File: src/design/icy_pkg.sv
// Package for the ICY metadata demultiplexer: byte kinds, stream constants
// and field widths. No dependencies.
`timescale 1ns / 1ps
`default_nettype none

package icy_pkg;

  localparam int unsigned IntervalW = 24;
  localparam int unsigned MetaCntW  = 12;
  localparam int unsigned ByteW     = 8;
  localparam int unsigned KindW     = 3;
  localparam int unsigned LenShift  = 4;

  localparam logic [ByteW-1:0]    QuoteChar   = 8'h27;
  localparam logic [MetaCntW-1:0] TitleStart  = 12'd13;
  localparam logic [MetaCntW-1:0] SearchStart = 12'd14;

  typedef enum logic [KindW-1:0] {
    KIND_AUDIO   = 3'd0,
    KIND_LENGTH  = 3'd1,
    KIND_META    = 3'd2,
    KIND_TITLE   = 3'd3,
    KIND_RESTART = 3'd4
  } kind_t;

  typedef enum logic {
    OP_BYTE    = 1'b0,
    OP_RESTART = 1'b1
  } op_t;

endpackage

`default_nettype wire

File: src/design/icy_metadata_demux.sv
// ICY metadata demultiplexer: tags each stream byte as audio, length byte,
// metadata or title byte, and each restart as a restart result. Depends on icy_pkg.
//
// An accepted input transaction's result is registered and shows in the cycle after.
// Throughput: one transaction per cycle; the result register drains while
// the next byte is taken, so only a stalled output with a full result
// register holds off the input.
// Reset: synchronous; counters, flags, meta_interval and out_valid clear.
`timescale 1ns / 1ps
`default_nettype none

module icy_metadata_demux
  import icy_pkg::*;
(
  input  wire logic                 clk,
  input  wire logic                 rst,
  input  wire logic                 cfg_valid,
  output logic                      cfg_ready,
  input  wire logic [IntervalW-1:0] cfg_data,
  input  wire logic                 in_valid,
  output logic                      in_ready,
  input  wire logic                 operation,
  input  wire logic [ByteW-1:0]     data_byte,
  output logic                      out_valid,
  input  wire logic                 out_ready,
  output logic [KindW-1:0]          byte_kind,
  output logic [ByteW-1:0]          out_byte,
  output logic                      meta_last,
  output logic                      title_valid
);

  logic [IntervalW-1:0] meta_interval;
  logic [IntervalW-1:0] audio_left, audio_left_next;
  logic [MetaCntW-1:0]  meta_left, meta_left_next;
  logic [MetaCntW-1:0]  meta_index, meta_index_next;
  logic                 title_open, title_open_next;
  logic                 quote_found, quote_found_next;

  kind_t            kind_next;
  kind_t            kind_q;
  logic [ByteW-1:0] byte_next;
  logic             last_next;
  logic             valid_next;
  logic             in_fire;
  logic [MetaCntW-1:0] len_bytes;

  assign cfg_ready = 1'b1;
  assign in_ready  = !out_valid || out_ready;
  assign in_fire   = in_valid && in_ready;
  assign len_bytes = {data_byte, {LenShift{1'b0}}};

  always_comb begin
    audio_left_next  = audio_left;
    meta_left_next   = meta_left;
    meta_index_next  = meta_index;
    title_open_next  = title_open;
    quote_found_next = quote_found;
    kind_next        = KIND_AUDIO;
    byte_next        = data_byte;
    last_next        = 1'b0;
    valid_next       = 1'b0;
    priority if (op_t'(operation) == OP_RESTART) begin
      audio_left_next  = meta_interval;
      meta_left_next   = '0;
      meta_index_next  = '0;
      title_open_next  = 1'b0;
      quote_found_next = 1'b0;
      kind_next        = KIND_RESTART;
      byte_next        = '0;
    end else if (meta_interval == '0) begin
      kind_next = KIND_AUDIO;
    end else if (meta_left != '0) begin
      kind_next = KIND_META;
      if (meta_index == TitleStart) begin
        kind_next = KIND_TITLE;
      end else if (meta_index >= SearchStart && title_open) begin
        if (data_byte == QuoteChar) begin
          title_open_next  = 1'b0;
          quote_found_next = 1'b1;
        end else begin
          kind_next = KIND_TITLE;
        end
      end
      meta_index_next = meta_index + 1'b1;
      meta_left_next  = meta_left - 1'b1;
      if (meta_left == MetaCntW'(1)) begin
        last_next        = 1'b1;
        valid_next       = quote_found_next;
        audio_left_next  = meta_interval;
        meta_index_next  = '0;
        title_open_next  = 1'b0;
        quote_found_next = 1'b0;
      end
    end else if (audio_left == '0) begin
      kind_next        = KIND_LENGTH;
      meta_left_next   = len_bytes;
      meta_index_next  = '0;
      quote_found_next = 1'b0;
      title_open_next  = (len_bytes != '0);
      if (len_bytes == '0) begin
        audio_left_next = meta_interval;
      end
    end else begin
      kind_next       = KIND_AUDIO;
      audio_left_next = audio_left - 1'b1;
    end
  end

  always_ff @(posedge clk) begin
    if (rst) begin
      meta_interval <= '0;
      audio_left    <= '0;
      meta_left     <= '0;
      meta_index    <= '0;
      title_open    <= 1'b0;
      quote_found   <= 1'b0;
      out_valid     <= 1'b0;
    end else begin
      if (cfg_valid && cfg_ready) begin
        meta_interval <= cfg_data;
      end
      if (in_fire) begin
        audio_left  <= audio_left_next;
        meta_left   <= meta_left_next;
        meta_index  <= meta_index_next;
        title_open  <= title_open_next;
        quote_found <= quote_found_next;
        out_valid   <= 1'b1;
      end else if (out_ready) begin
        out_valid <= 1'b0;
      end
    end
  end

  always_ff @(posedge clk) begin
    if (in_fire) begin
      kind_q      <= kind_next;
      out_byte    <= byte_next;
      meta_last   <= last_next;
      title_valid <= valid_next;
    end
  end

  assign byte_kind = kind_q;

  a_title_in_block: assert property (@(posedge clk) disable iff (rst)
    title_open |-> meta_left != '0)
    else $error("title open outside a metadata block");

  a_quote_closes_title: assert property (@(posedge clk) disable iff (rst)
    !(quote_found && title_open))
    else $error("title still open after closing quote");

  a_last_is_meta: assert property (@(posedge clk) disable iff (rst)
    out_valid && meta_last |-> kind_q == KIND_META || kind_q == KIND_TITLE)
    else $error("block end flagged on a non-metadata byte");

  a_valid_needs_last: assert property (@(posedge clk) disable iff (rst)
    out_valid && title_valid |-> meta_last)
    else $error("title_valid without meta_last");

  a_restart_result: assert property (@(posedge clk) disable iff (rst)
    in_fire && operation |=> out_valid && kind_q == KIND_RESTART && out_byte == '0)
    else $error("restart did not produce a restart result");

endmodule

`default_nettype wire

File: config.mk
export PLATFORM = sky130hd
export DESIGN_NAME = icy_metadata_demux
export DESIGN_NICKNAME = d
export VERILOG_FILES = /design/src/design/icy_pkg.sv /design/src/design/icy_metadata_demux.sv
export SDC_FILE = /design/constraint.sdc
export NUM_CORES = 1
export LEC_CHECK = 0
export BUFFER_PORTS_ARGS = -buffer_cell sky130_fd_sc_hd__buf_4
export CAP_MARGIN = 10
export CORE_ASPECT_RATIO = 0.75
export CORE_UTILIZATION = 50
export CTS_CLUSTER_SIZE = 25
export DETAILED_ROUTE_END_ITERATION = 16
export PLACE_DENSITY_LB_ADDON = 0.1
export SLEW_MARGIN = 25
export SYNTH_ARGS = -nofsm -noshare
export SYNTH_HDL_FRONTEND = slang
export SYNTH_SLANG_ARGS = --single-unit
File: constraint.sdc
create_clock -name clk -period 3.85 [get_ports clk]
set_input_delay 0.385 -clock clk [delete_from_list [all_inputs] [get_ports clk]]
set_output_delay 0.385 -clock clk [all_outputs]
set_load 0.1 [all_outputs]
==> flow_summary_export.csv <==
group,metric,value,unit
clock_network,clk_pin_slew,0.07,ns
synthesis,syn_area,4550,um^2
critical_path,arrival,3.46,ns
detailed_routing,drtIter0Drc,357,
synthesis,synth_area_per_cell,8.28,um^2
hold_path,hold_depth,3,
synthesis,synth_mux_area_share,5.50,%
clock_network,cts_tree,"yes",
clock_network,clock-sinks,88,
global_route,first_global_vias,3789,
synthesis,synth_cell_types,54,
synthesis,synthCells,550,
layout,finalNonFillerCells,700,
layout,nets,632,
detailed_routing,firstDrtPassIters,11,
clock_network,clockBufferDepth,2,
hold_path,hold_path.class,"in2reg",
layout,seqCellArea,1890,um^2
layout,multi_input_area,2440,um^2
detailed_routing,viasPerCell,5.99,
clock_network,cts_setup_buffers,0,
die,ios,54,
die,rows,29,
synthesis,yosys_register_bits,88,
clock_network,holdBufCountCts,0,
die,start_util,52.7,%
place,gp_congestion,0.913,
timing,worst_clock_skew,0.00730,ns
layout,area_delta_synth_final,16.3,%
timing,finalMaxSlewViolations,0,
layout,drive_gt1_share,14.2,%
detailed_routing,vias,4192,
place,dp_hpwl,7.81,mm
timing,rsz0062_at_grt,"false",
timing,worst_pin_slew,0.825,ns
job,drv_cap,0,
die,die_area,9500,um^2
timing,period_share,82.6,%
critical_path,required,4.13,ns
layout,layout_common_cells,"nor2_1, dfxtp_1, buf_4, nand2_1, a21oi_1",
timing,setup_violations,0,
synthesis,synth-xor-area-share,2.31,%
clock_network,cts_resized,0,
global_route,grt_start_max_net_pins,63,
synthesis,ys.warnings.count,0,
die,die_w,112,um
place,io_buffers,52,
place,post-place-cells,684,
critical_path,crit_path_end_kind,"flop",
synthesis,synth-simple-area-share,25.9,%
timing,tns,0,ns
global_route,track_usage,24.6,%
synthesis,synth-adder-area-share,1.92,%
global_route,antenna_found_initial,0,
critical_path,cp-start-kind,"flop",
timing,fmax,314,MHz
layout,num_antenna_cells,0,
global_route,grt_overflow,0,
synthesis,synth_ff_type,"dfxtp_1",
critical_path,crit_type,"reg2reg",
detailed_routing,ant_nets,0,
detailed_routing,routed_wl,11.2,mm
run_status,outcome,"finished with violations",
run_status,violations,"design-rule violations",
clock_network,cts_made_buffers,9,
critical_path,crit_fanout,14,
synthesis,synth_compound_area_share,17.8,%
clock_network,insertion_delay,0.35,ns
synthesis,async_flop_share,0,%
clock_network,h-tree-depth,3,
global_route,grt_pass1_wl,18.6,mm
timing,final_hold_viol_count,0,
synthesis,syn-num-nets,595,
layout,fill_cells,776,
synthesis,synth_top_family_by_area,"simple AND/OR/NAND/NOR gates",
detailed_routing,wl_per_cell,16.1,um
critical_path,reg2reg_depth,6,
die,core_area,8640,um^2
die,die_height,84.6,um
timing,slew_headroom,44.5,%
synthesis,synth_edf_count,13,
detailed_routing,drc_errors,1,
timing,layout_min_cycle_time,3.18,ns
timing,whs,0.272,ns
clock_network,clock_tree.root_cell,"clkbuf_16",
synthesis,seq_area_frac_synth,41.5,%
==> metrics by stage <==
stage,instance area [um^2],utilization (%),worst slack (ns)
floorplan,4550,-,0.632
global placement,4990,57.8,0.854
detailed placement,4990,57.8,0.742
CTS,5300,61.3,0.721
global route,5300,61.3,0.539
finish,5300,61.3,0.670
==> cell families (layout without fill, tap and decap cells) <==
logic type	after synthesis	count (layout)
flops	88	88
other cells	1	1
xor+xnor	12	12
simple gates	237	237
compound gates	128	128
buf+inv	52	94
fa+ha+maj	7	7
mux	25	25
==> layer usage <==
metal	wire length (um)	global-route usage, %
met4	156	7.52
met3	881	6.14
met5	0	0
met2	4760	35.5
met1	5450	36.0
==> synth_stat cells, types with 5 or more instances <==
| cell type | n | share of area (%) |
|---|---|---|
| clkbuf_1 | 24 | 2.0 |
| or4_1 | 9 | 1.5 |
| dfxtp_1 | 75 | 33 |
| nor2b_1 | 9 | 1.2 |
| a21oi_1 | 43 | 4.7 |
| a21o_1 | 19 | 3.1 |
| nand3_1 | 16 | 1.8 |
| nand2_1 | 47 | 3.9 |
| ha_1 | 7 | 1.9 |
| xnor2_1 | 12 | 2.3 |
| or3_1 | 9 | 1.2 |
| mux2i_1 | 25 | 5.5 |
| edfxtp_1 | 13 | 8.6 |
| nor4_1 | 26 | 3.6 |
| inv_1 | 16 | 1.3 |
| o21ai_0 | 25 | 2.7 |
| o31ai_1 | 5 | 0.82 |
| nor2_1 | 75 | 6.2 |
| nand4_1 | 9 | 1.2 |
| nor3_1 | 18 | 2.0 |
==> worst max-delay path: stages, from the launching register on <==
cell and delay (ns):
dfxtp_1 0.39, nor4_4 0.52, nand4_1 0.34, o41a_1 0.67, or3_1 0.61, or3_1 0.43, a21oi_1 0.13
==> flip-flops by register name, summed over array words and instances, names as in the netlist <==
register       flops
byte_kind          3
title_valid        1
audio_left        24
quote_found        1
meta_left         12
meta_index        12
title_open         1
meta_interval     24
out_byte           8
out_valid          1
meta_last          1
==> path summary, 6_finish.rpt <==
check	start	to	slack (ns)
setup / recovery	audio_left[5]	meta_left[1]	0.67
hold reg to reg	quote_found	quote_found	0.47
hold / removal	cfg_data[7]	meta_interval[7]	0.27
setup reg to reg	audio_left[5]	meta_left[1]	0.67
==> final cells by class <==
type                    count  area share [%]
repair buffers             62            8.79
inverters                  16            1.13
multi-input cells         410            46.1
well taps                 108            2.55
flip-flops and latches     88            35.7
clock buffers              13            5.32
clock inverters             3           0.402
Power is left out: the tool's default activity adds up to more than one toggle a clock period on the data nets, which glitch-free logic cannot reach.
